### src/sha256_byte_stream_hasher_assert.svh
// Assertion macros for the SHA-256 byte stream hasher.
`ifndef SHA256_BYTE_STREAM_HASHER_ASSERT_SVH
`define SHA256_BYTE_STREAM_HASHER_ASSERT_SVH
`ifndef SYNTHESIS
`define SHA_ASSERT_IMPL(label, clk, rstn, prop, msg) \
    label: assert property (@(posedge clk) disable iff (!rstn) prop) else $error(msg);
`define SHA_ASSERT_NEXT(label, clk, rstn, cond, nxt, msg) \
    label: assert property (@(posedge clk) disable iff (!rstn) cond |=> nxt) else $error(msg);
`else
`define SHA_ASSERT_IMPL(label, clk, rstn, prop, msg)
`define SHA_ASSERT_NEXT(label, clk, rstn, cond, nxt, msg)
`endif
`endif

### src/sha_pkg.sv
// Package with SHA-256 constants, functions and shared types.
`default_nettype none
package sha_pkg;
    localparam int RoundCount = 64;

    typedef logic [31:0] word_t;

    localparam logic [2:0] ST_IDLE   = 3'd0;
    localparam logic [2:0] ST_PAD    = 3'd1;
    localparam logic [2:0] ST_COMP   = 3'd2;
    localparam logic [2:0] ST_EMIT   = 3'd3;
    localparam logic [2:0] ST_INIT   = 3'd4;

    localparam logic OP_APPEND = 1'b0;
    localparam logic OP_FINISH = 1'b1;

    // Start echo and busy status from the compression core to the controller.
    typedef struct packed {
        logic start;
        logic busy;
    } comp_ctl_t;

    function automatic word_t init_hash(input logic [2:0] idx);
        word_t r;
        unique case (idx)
            3'd0: r = 32'h6a09e667;
            3'd1: r = 32'hbb67ae85;
            3'd2: r = 32'h3c6ef372;
            3'd3: r = 32'ha54ff53a;
            3'd4: r = 32'h510e527f;
            3'd5: r = 32'h9b05688c;
            3'd6: r = 32'h1f83d9ab;
            default: r = 32'h5be0cd19;
        endcase
        return r;
    endfunction

    localparam word_t KTAB [0:63] = '{
        32'h428a2f98,32'h71374491,32'hb5c0fbcf,32'he9b5dba5,32'h3956c25b,32'h59f111f1,
        32'h923f82a4,32'hab1c5ed5,32'hd807aa98,32'h12835b01,32'h243185be,32'h550c7dc3,
        32'h72be5d74,32'h80deb1fe,32'h9bdc06a7,32'hc19bf174,32'he49b69c1,32'hefbe4786,
        32'h0fc19dc6,32'h240ca1cc,32'h2de92c6f,32'h4a7484aa,32'h5cb0a9dc,32'h76f988da,
        32'h983e5152,32'ha831c66d,32'hb00327c8,32'hbf597fc7,32'hc6e00bf3,32'hd5a79147,
        32'h06ca6351,32'h14292967,32'h27b70a85,32'h2e1b2138,32'h4d2c6dfc,32'h53380d13,
        32'h650a7354,32'h766a0abb,32'h81c2c92e,32'h92722c85,32'ha2bfe8a1,32'ha81a664b,
        32'hc24b8b70,32'hc76c51a3,32'hd192e819,32'hd6990624,32'hf40e3585,32'h106aa070,
        32'h19a4c116,32'h1e376c08,32'h2748774c,32'h34b0bcb5,32'h391c0cb3,32'h4ed8aa4a,
        32'h5b9cca4f,32'h682e6ff3,32'h748f82ee,32'h78a5636f,32'h84c87814,32'h8cc70208,
        32'h90befffa,32'ha4506ceb,32'hbef9a3f7,32'hc67178f2};

    function automatic word_t rotr(input word_t x, input int n);
        return (x >> n) | (x << (32 - n));
    endfunction
endpackage
`default_nettype wire

### src/sha_comp.sv
// SHA-256 compression core: block and schedule memories, one round per cycle.
`default_nettype none
module sha_comp
    import sha_pkg::*;
(
    input  wire logic        aclk,
    input  wire logic        aresetn,
    // Byte writes into the block buffer.
    input  wire logic        buf_we,
    input  wire logic [5:0]  buf_addr,
    input  wire logic [7:0]  buf_wdata,
    input  wire logic        comp_start,
    output comp_ctl_t        comp_ctl,
    // Hash word read port, and reset of the hash to its initial values.
    input  wire logic [2:0]  hash_raddr,
    output word_t            hash_rdata,
    input  wire logic        hash_init
);
    // Block buffer as 16 words, one byte lane written at a time.
    logic [7:0] blk_mem [0:15][0:3];
    word_t      sch_mem [0:15];
    word_t      hash_reg [0:7];
    word_t      var_reg [0:7];
    logic [6:0] rnd_reg;
    logic       run_reg;
    logic       fin_reg;
    word_t      blk_q_reg;
    word_t      s2_reg, s7_reg, s15_reg, s16_reg;
    word_t      w_cur;
    word_t      s0, s1, t1, t2;
    logic [3:0] rd_idx;
    logic [5:0] t6;

    assign t6 = rnd_reg[5:0];
    // Reads are registered in the cycle before their round; rnd counts from 0 and round t uses reads made at t-1.
    assign rd_idx = t6[3:0];

    always_ff @(posedge aclk) begin
        if (buf_we) begin
            blk_mem[buf_addr[5:2]][buf_addr[1:0]] <= buf_wdata;
        end
    end

    // Prefetch registers hold the words needed for the next round.
    logic [5:0] nt;
    assign nt = t6 + 6'd1;
    always_ff @(posedge aclk) begin
        if (comp_start) begin
            blk_q_reg <= {blk_mem[0][0], blk_mem[0][1], blk_mem[0][2], blk_mem[0][3]};
        end else begin
            blk_q_reg <= {blk_mem[nt[3:0]][0], blk_mem[nt[3:0]][1],
                          blk_mem[nt[3:0]][2], blk_mem[nt[3:0]][3]};
        end
    end

    // Schedule window: shifted taps kept in registers, entries stored in memory.
    always_comb begin
        s0 = rotr(s15_reg, 7) ^ rotr(s15_reg, 18) ^ (s15_reg >> 3);
        s1 = rotr(s2_reg, 17) ^ rotr(s2_reg, 19) ^ (s2_reg >> 10);
        w_cur = (rnd_reg < 7'd16) ? blk_q_reg : (s1 + s7_reg + s0 + s16_reg);
        t1 = var_reg[7] + (rotr(var_reg[4], 6) ^ rotr(var_reg[4], 11) ^ rotr(var_reg[4], 25))
           + ((var_reg[4] & var_reg[5]) ^ (~var_reg[4] & var_reg[6])) + KTAB[t6] + w_cur;
        t2 = (rotr(var_reg[0], 2) ^ rotr(var_reg[0], 13) ^ rotr(var_reg[0], 22))
           + ((var_reg[0] & var_reg[1]) ^ (var_reg[0] & var_reg[2]) ^ (var_reg[1] & var_reg[2]));
    end

    logic [3:0] i2, i7, i15, i16;
    assign i2  = rd_idx + 4'd15;
    assign i7  = rd_idx + 4'd10;
    assign i15 = rd_idx + 4'd2;
    assign i16 = rd_idx + 4'd1;

    always_ff @(posedge aclk) begin
        if (run_reg) begin
            sch_mem[rd_idx] <= w_cur;
        end
        // Next round's taps; none of them is the entry written in this cycle.
        s2_reg  <= sch_mem[i2];
        s7_reg  <= sch_mem[i7];
        s15_reg <= sch_mem[i15];
        s16_reg <= sch_mem[i16];
    end

    always_ff @(posedge aclk) begin
        if (!aresetn) begin
            run_reg <= 1'b0;
            fin_reg <= 1'b0;
            rnd_reg <= '0;
        end else begin
            fin_reg <= !comp_start && run_reg && (rnd_reg == 7'(RoundCount - 1));
            if (comp_start) begin
                run_reg <= 1'b1;
                rnd_reg <= '0;
            end else if (run_reg) begin
                rnd_reg <= rnd_reg + 7'd1;
                if (rnd_reg == 7'(RoundCount - 1)) begin
                    run_reg <= 1'b0;
                end
            end
        end
    end

    always_ff @(posedge aclk) begin
        if (!aresetn || hash_init) begin
            for (int i = 0; i < 8; i++) hash_reg[i] <= init_hash(3'(i));
        end else if (fin_reg) begin
            for (int i = 0; i < 8; i++) hash_reg[i] <= hash_reg[i] + var_reg[i];
        end
        if (comp_start) begin
            for (int i = 0; i < 8; i++) var_reg[i] <= hash_reg[i];
        end else if (run_reg) begin
            var_reg[7] <= var_reg[6];
            var_reg[6] <= var_reg[5];
            var_reg[5] <= var_reg[4];
            var_reg[4] <= var_reg[3] + t1;
            var_reg[3] <= var_reg[2];
            var_reg[2] <= var_reg[1];
            var_reg[1] <= var_reg[0];
            var_reg[0] <= t1 + t2;
        end
    end

    assign comp_ctl.start = comp_start;
    assign comp_ctl.busy  = run_reg | fin_reg;
    assign hash_rdata     = hash_reg[hash_raddr];
endmodule
`default_nettype wire

### src/sha256_byte_stream_hasher.sv
// Top level of the SHA-256 byte stream hasher: control, padding and digest output.
//  Channel | Ports      | Payload
//  input   | s_axis_*   | tuser = opcode, tdata[7:0] = data_byte
//  result  | m_axis_*   | tdata[31:0] = digest_word, [34:32] = word_index; tlast = last_word
// An append that fills a block also starts a compression of 64 rounds.
// A finish writes the padding, runs one or two compressions, then makes 8 transfers.
// Reset is synchronous and active low. A stalled result holds the controller.
`default_nettype none
module sha256_byte_stream_hasher
    import sha_pkg::*;
(
    input  wire logic        aclk,
    input  wire logic        aresetn,
    input  wire logic        s_axis_tvalid,
    output logic             s_axis_tready,
    input  wire logic [7:0]  s_axis_tdata,   // data_byte
    input  wire logic        s_axis_tuser,   // opcode
    output logic             m_axis_tvalid,
    input  wire logic        m_axis_tready,
    output logic [39:0]      m_axis_tdata,   // digest_word, word_index, zero fill
    output logic             m_axis_tlast    // last_word
);
    logic [2:0]  state_reg;
    logic [5:0]  pend_reg;
    logic [63:0] bits_reg;
    logic [63:0] total_reg;
    logic [6:0]  pad_reg;
    logic        extra_reg;
    logic        kick_reg;
    logic        kick_next;
    logic [2:0]  widx_reg;
    logic        ovld_reg;
    word_t       hash_rdata;
    comp_ctl_t   comp_ctl;
    logic        buf_we;
    logic [5:0]  buf_addr;
    logic [7:0]  buf_wdata;
    logic        acc;

    assign s_axis_tready = (state_reg == ST_IDLE) && !comp_ctl.busy && !kick_reg;
    assign acc = s_axis_tvalid && s_axis_tready;

    always_comb begin
        buf_we = 1'b0;
        buf_addr = pend_reg;
        buf_wdata = s_axis_tdata;
        if (acc && s_axis_tuser == OP_APPEND) begin
            buf_we = 1'b1;
        end else if (acc) begin
            buf_we = 1'b1;
            buf_wdata = 8'h80;
        end else if (state_reg == ST_PAD && !pad_reg[6]) begin
            buf_we = 1'b1;
            buf_addr = pad_reg[5:0];
            if (!extra_reg && pad_reg >= 7'd56) begin
                buf_wdata = total_reg[8'(63 - 8 * (pad_reg - 7'd56)) -: 8];
            end else begin
                buf_wdata = 8'h00;
            end
        end
    end

    // A full block or the end of padding starts a compression in the next cycle.
    // When the marker byte lands in the last slot, padding has nothing left to write.
    always_comb begin
        kick_next = 1'b0;
        if (acc && s_axis_tuser == OP_APPEND && pend_reg == 6'd63) begin
            kick_next = 1'b1;
        end
        if (state_reg == ST_PAD && pad_reg >= 7'd63) begin
            kick_next = 1'b1;
        end
    end

    always_ff @(posedge aclk) begin
        if (!aresetn) begin
            state_reg <= ST_IDLE;
            pend_reg  <= '0;
            bits_reg  <= '0;
            kick_reg  <= 1'b0;
            ovld_reg  <= 1'b0;
            widx_reg  <= '0;
            pad_reg   <= '0;
            extra_reg <= 1'b0;
            total_reg <= '0;
        end else begin
            kick_reg <= kick_next;
            unique case (state_reg)
                ST_IDLE: begin
                    if (acc && s_axis_tuser == OP_APPEND) begin
                        pend_reg <= pend_reg + 6'd1;
                        if (pend_reg == 6'd63) begin
                            bits_reg <= bits_reg + 64'd512;
                        end
                    end else if (acc) begin
                        total_reg <= bits_reg + {55'd0, pend_reg, 3'd0};
                        pad_reg   <= {1'b0, pend_reg} + 7'd1;
                        extra_reg <= (pend_reg >= 6'd56);
                        state_reg <= ST_PAD;
                    end
                end
                ST_PAD: begin
                    if (pad_reg >= 7'd63) begin
                        state_reg <= ST_COMP;
                    end
                    pad_reg <= pad_reg + 7'd1;
                end
                ST_COMP: begin
                    if (!kick_reg && !comp_ctl.busy) begin
                        if (extra_reg) begin
                            extra_reg <= 1'b0;
                            pad_reg   <= '0;
                            state_reg <= ST_PAD;
                        end else begin
                            widx_reg  <= '0;
                            ovld_reg  <= 1'b1;
                            state_reg <= ST_EMIT;
                        end
                    end
                end
                ST_EMIT: begin
                    if (m_axis_tready) begin
                        widx_reg <= widx_reg + 3'd1;
                        if (widx_reg == 3'd7) begin
                            ovld_reg  <= 1'b0;
                            state_reg <= ST_INIT;
                        end
                    end
                end
                ST_INIT: begin
                    pend_reg  <= '0;
                    bits_reg  <= '0;
                    state_reg <= ST_IDLE;
                end
                default: state_reg <= ST_IDLE;
            endcase
        end
    end

    sha_comp u_comp (
        .aclk       (aclk),
        .aresetn    (aresetn),
        .buf_we     (buf_we),
        .buf_addr   (buf_addr),
        .buf_wdata  (buf_wdata),
        .comp_start (kick_reg),
        .comp_ctl   (comp_ctl),
        .hash_raddr (widx_reg),
        .hash_rdata (hash_rdata),
        .hash_init  (state_reg == ST_INIT)
    );

    assign m_axis_tvalid = ovld_reg;
    assign m_axis_tdata  = {5'd0, widx_reg, hash_rdata};
    assign m_axis_tlast  = (widx_reg == 3'd7);

    `include "sha256_byte_stream_hasher_assert.svh"
    `SHA_ASSERT_IMPL(a_no_in_while_out, aclk, aresetn, !(s_axis_tready && m_axis_tvalid), "input ready during output")
    `SHA_ASSERT_NEXT(a_last_ends, aclk, aresetn, m_axis_tvalid && m_axis_tready && m_axis_tlast, !m_axis_tvalid, "output after last word")
    `SHA_ASSERT_IMPL(a_busy_blocks, aclk, aresetn, !(comp_ctl.busy && s_axis_tready), "ready while compressing")
endmodule
`default_nettype wire
### config.mk
export PLATFORM = sky130hd
export DESIGN_NAME = sha256_byte_stream_hasher
export DESIGN_NICKNAME = d
export VERILOG_FILES = /design/src/sha_pkg.sv /design/src/sha_comp.sv /design/src/sha256_byte_stream_hasher.sv
export VERILOG_INCLUDE_DIRS = /design/src /design/src/src
export SDC_FILE = /design/constraint.sdc
export NUM_CORES = 2
export LEC_CHECK = 0
export ABC_AREA = 1
export BUFFER_PORTS_ARGS = -buffer_cell sky130_fd_sc_hd__buf_2
export CORE_MARGIN = 1.5
export CORE_UTILIZATION = 39
export CTS_BUF_LIST = sky130_fd_sc_hd__clkbuf_16
export DETAILED_ROUTE_END_ITERATION = 6
export PLACE_DENSITY = 0.53
export RECOVER_POWER = 25
export SYNTH_ARGS = -nofsm -noshare
export SYNTH_HDL_FRONTEND = slang
export SYNTH_SLANG_ARGS = --single-unit
### constraint.sdc
create_clock -name aclk -period 23.7 [get_ports aclk]
set_input_delay 2.37 -clock aclk [delete_from_list [all_inputs] [get_ports aclk]]
set_output_delay 2.37 -clock aclk [all_outputs]
set_load 0.01 [all_outputs]
### After elaboration in Yosys (flattened, before gate mapping)

Memory sizes are Yosys's and may differ from the RTL's. A register that Yosys moved wholly into a read port is not among the register bits.
Index checks and enable logic that the tools add are counted.

* $add $sub $neg: 32
* $lt $le $gt $ge: 7
* equal/unequal tests: 17
* shift-type cells: 1
* multiplexer cells: 91
* bitwise logic cells: 49
* reductions and logical operators: 32

Operators with widths (number)
* two-way mux 32 bit: 29
* adder 32 bit: 18
* XOR 32 bit: 9
* bitwise AND 32 bit: 5
* two-way mux 64 bit: 2
* case mux 64 bit (2 select lines): 1
* variable part select 71 x 9 -> 8 bit: 1
* adder 64 x 10 -> 64 bit (second input constant): 1
* adder 64 x 9 -> 64 bit: 1
* two-way mux 8 bit: 5
* two-way mux 3 bit: 11
* inverter 32 bit: 1
* bitwise OR 10 x 32 -> 32 bit: 1
* bitwise OR 13 x 32 -> 32 bit: 1
* bitwise OR 14 x 32 -> 32 bit: 1
* bitwise OR 15 x 32 -> 32 bit: 1
* bitwise OR 19 x 32 -> 32 bit: 1
* bitwise OR 21 x 32 -> 32 bit: 1
* bitwise OR 25 x 32 -> 32 bit: 1
* bitwise OR 26 x 32 -> 32 bit: 1
* bitwise OR 30 x 32 -> 32 bit: 1
* bitwise OR 7 x 32 -> 32 bit: 1
* XOR 32 x 22 -> 32 bit: 1
* XOR 32 x 29 -> 32 bit: 1
* other kinds (48): 133

* register bits after elaboration: 191
* memory bits (writable): 1536
* ROM bits: 2048
* input port bits: 13
* output and inout bits: 43
* word-level logic and storage cells: 247
* memories: 5

Memory list
* (no name shown): depth 64, width 32, read ports 1, clocked after Yosys merged registers in 0, wr ports 0, RTL line sha_comp.sv:62 `+ ((var_reg[4] & var_reg[5]) ^ (~var_reg[4] & var_reg[6])) + KTAB[t6] + w_cur;`
* u_comp.blk_mem: depth 16, width 32, read ports 2, clocked after Yosys merged registers in 0, wr ports 1, RTL line sha_comp.sv:20 `logic [7:0] blk_mem [0:15][0:3];`
* u_comp.sch_mem: depth 16, width 32, read ports 4, clocked after Yosys merged registers in 4, wr ports 1, RTL line sha_comp.sv:21 `word_t sch_mem [0:15];`
* u_comp.hash_reg: depth 8, width 32, read ports 9, clocked after Yosys merged registers in 1, wr ports 8, RTL line sha_comp.sv:22 `word_t hash_reg [0:7];`
* u_comp.var_reg: depth 8, width 32, read ports 8, clocked after Yosys merged registers in 0, wr ports 8, RTL line sha_comp.sv:23 `word_t var_reg [0:7];`

### Longest topological paths before layout

* depth in word-level cells: 13
* depth in mapped cells: 51

### Hierarchy

Synthesis repeated with hierarchy kept, for this count alone.

* cells, all modules: 12564
* area, all modules: 110318.3 sq um

By module, submodules not included
* sha_comp: instances 1, cells an instance 11463, area each 103106.4 sq um, seq. area each 49507.5 sq um
* sha256_byte_stream_hasher: instances 1, cells an instance 1101, area each 7211.9 sq um, seq. area each 2762.6 sq um

### Worst setup path before layout

No wires, ideal clock.

* path kind: input port to flip-flop
* start point: in aresetn
* end point: mem u_comp.hash_reg[0][0] in the netlist's numbering (enable)
* arrival time: 7.612 ns
* required time: 21.728 ns
* slack: 14.116 ns
* stages: 6
* cells stage by stage: clkbuf_1 inv_1 nor2_2 clkbuf_1 clkbuf_1 nand2_1

RTL lines
* start, declared: RTL line sha256_byte_stream_hasher.sv:13 `input wire logic aresetn,`
* end, declared: RTL line sha_comp.sv:22

==> metrics <==
Finished Layout Cells=16000; crit path kind=reg -> reg; fin crit share=66.0%; clk_lat worst skew=0.96 ns; hold_ws=0.454 ns; P_leak=45.6 nW; number of max-slew violations in the final report=1597; Logic pwr share=7.4%; CTS H-tree lvls=4; Post-Synthesis Cell Area=109000 sq um; WP data required=24.19 ns; crit path time final=15.65 ns; Synth cell types=75; DR vias=93400; post-placement cell area=113000 sq um; Die Span X=532 um; most common cell after layout, fill and taps aside=nand2_1; 1st-iter DRT viols=10900; post-CTS sizing=0; Sw Pwr=0.00193 W; crit end category=flip-flop; Final WS setup=8.05 ns; number of global-route vias before repair=88100; warnings from Yosys=0; power per cell area=64.2 nW/um^2; syn_area_per_cell=8.89 sq um; port buffer count=50; final-report hold violation count=0; crit path max fanout=163; overflow left after global routing=0; clock sink count=1846; initial antenna violation count=16; GRT Total Usage=30.2%; largest net degree at the start of global routing=173; Clk network pwr share=45.7%; Internal=0.00580 W; Slew headroom=-469%; Arrival @ worst endpoint=16.14 ns; Worst-Margin Slew=8.54 ns; DR vias/cell=5.84; max_cap viols=31; Antenna Nets Post-Route=0; Final setup viols=0; maximum VDD drop=0.0000688 V; P&R area growth vs syn=10.3%; status=complete, but fails checks; Inst Count DP=15600; highest cell delay on the worst timing path=3.16 ns; Initial Utilization=39.2%; drt total wl=442 mm; routability congestion estimate from global placement=1.00; Reg clk slew, reported paths=0.06 ns; RSZ-0062 raised after global routing=false; CTS root buffer=clkbuf_16; TritonCTS clock tree=yes; Remaining DRCs=3; Post-CTS Hold Buffers=0; Post-Syn Instances=12300; switch share=25.0%; most frequent CP cell=nand2_1; Place WS=13.42 ns; most frequent cells in the layout=nand2_1, edfxtp_1, o21ai_0; setup TNS=0 ns; failing checks=DRC, capacitance limit, slew limit; IO Count=56; Hold/Removal Path Class=reg -> reg; global-route wire length before repair=632 mm; final non-filler cell area=121000 sq um; CTS max path bufs=4; Layout Nets=12700; DP HPWL=311 mm; Max Fclk=63.9 MHz; ys flop type=edfxtp_1; Seq/Total Area, Yosys=47.9%; Pre-antenna DRT Iters=7; Setup Skew=0.0905 ns; #FFs+latches synth=1846; crit start category=flip-flop; Flop pwr share=47.0%; CTS Buf Count=216; Post-CTS Setup Repair Bufs=0; full die area=283000 sq um; Core ar.=279000 sq um; Site Rows=194; Die Y=532 um; EDFF count, synth=1536; Crit-path slowest cell=clkinvlp_2; ys async rst share=0%; share of cells above drive strength 1=5.23%; Routed WL per cell=27.6 um
[synth_stat cells, drive strengths merged (195+ instances only)]
master / instances / share of area [%]
nand2: 2259 / 7.8
ha: 406 / 4.6
dfxtp: 310 / 5.7
o21ai: 1408 / 6.4
nor2: 1103 / 3.8
inv: 1194 / 4.1
clkbuf: 504 / 1.7
edfxtp: 1536 / 42
fa: 195 / 3.6
xor2: 202 / 1.6
a21oi: 872 / 4.0
nand3: 501 / 2.3
[stage by stage]
step                      power [W]  util [%]
after floorplan             0.00405         -
after detailed placement    0.00426      40.6
after CTS                   0.00778      43.2
after global placement      0.00426      40.6
final                       0.00774      43.2
after global routing        0.00795      43.2
[worst paths after layout]
path	slack (ns)	to	cells after the start	start
setup / recovery	8.05	u_comp.var_reg[0][28]	31	u_comp.rnd_reg[0]
hold / removal	0.45	total_reg[63]	2	total_reg[63]
setup reg to reg	8.05	u_comp.var_reg[0][28]	31	u_comp.rnd_reg[0]
hold reg to reg	0.45	total_reg[63]	2	total_reg[63]
[worst max-delay path, delay by kind of cell, from the launching register on]
kind	cells	cell delay, ns
xor+xnor	1	0.32
compound gates	6	1.19
simple gates	12	2.79
fa+ha+maj	7	5.01
buf+inv	5	4.32
flops	1	1.22
[per-layer routing]
layer | wire length, um | global-route usage (%) | up-vias | part of all wire, %
met5 | 55 | 0 | - | 0.012
met3 | 34600 | 4.05 | 816 | 7.8
li1 | - | - | 42500 | -
met2 | 198000 | 47.3 | 4304 | 45
met1 | 188000 | 41.8 | 45800 | 43
met4 | 21000 | 13.1 | 8 | 4.8
[power by group through the flow]
| stage | clock network (W) | registers, W | logic, W |
|---|---|---|---|
| final | 0.00353 | 0.00363 | 0.000570 |
| after CTS | 0.00358 | 0.00363 | 0.000564 |
| after floorplan | 0 | 0.00369 | 0.000359 |
| after global placement | 0 | 0.00370 | 0.000559 |
| after detailed placement | 0 | 0.00370 | 0.000561 |
| after global routing | 0.00369 | 0.00363 | 0.000627 |
[cell type report]
cell class / count / area (sq um)
antenna: 6 / 15.0
clock buffer: 220 / 5510
clock inverter: 182 / 1860
fill: 27400 / 159000
inverter: 1200 / 4530
multi-input combinational: 8616 / 50300
sequential: 1846 / 52300
tap: 3724 / 4660
timing repair buffer: 200 / 1340
[cells by family after synthesis]
kind of cell	synth area share [%]
and+or+nand+nor	15.6
other	0.00343
adders and majority gates	8.38
buffers and inverters	6.39
AOI/OAI and AO/OA	17.9
xor gates and xnor gates	3.00
muxes	0.898
DFF	47.9
Power figures use the tool's default switching activity.
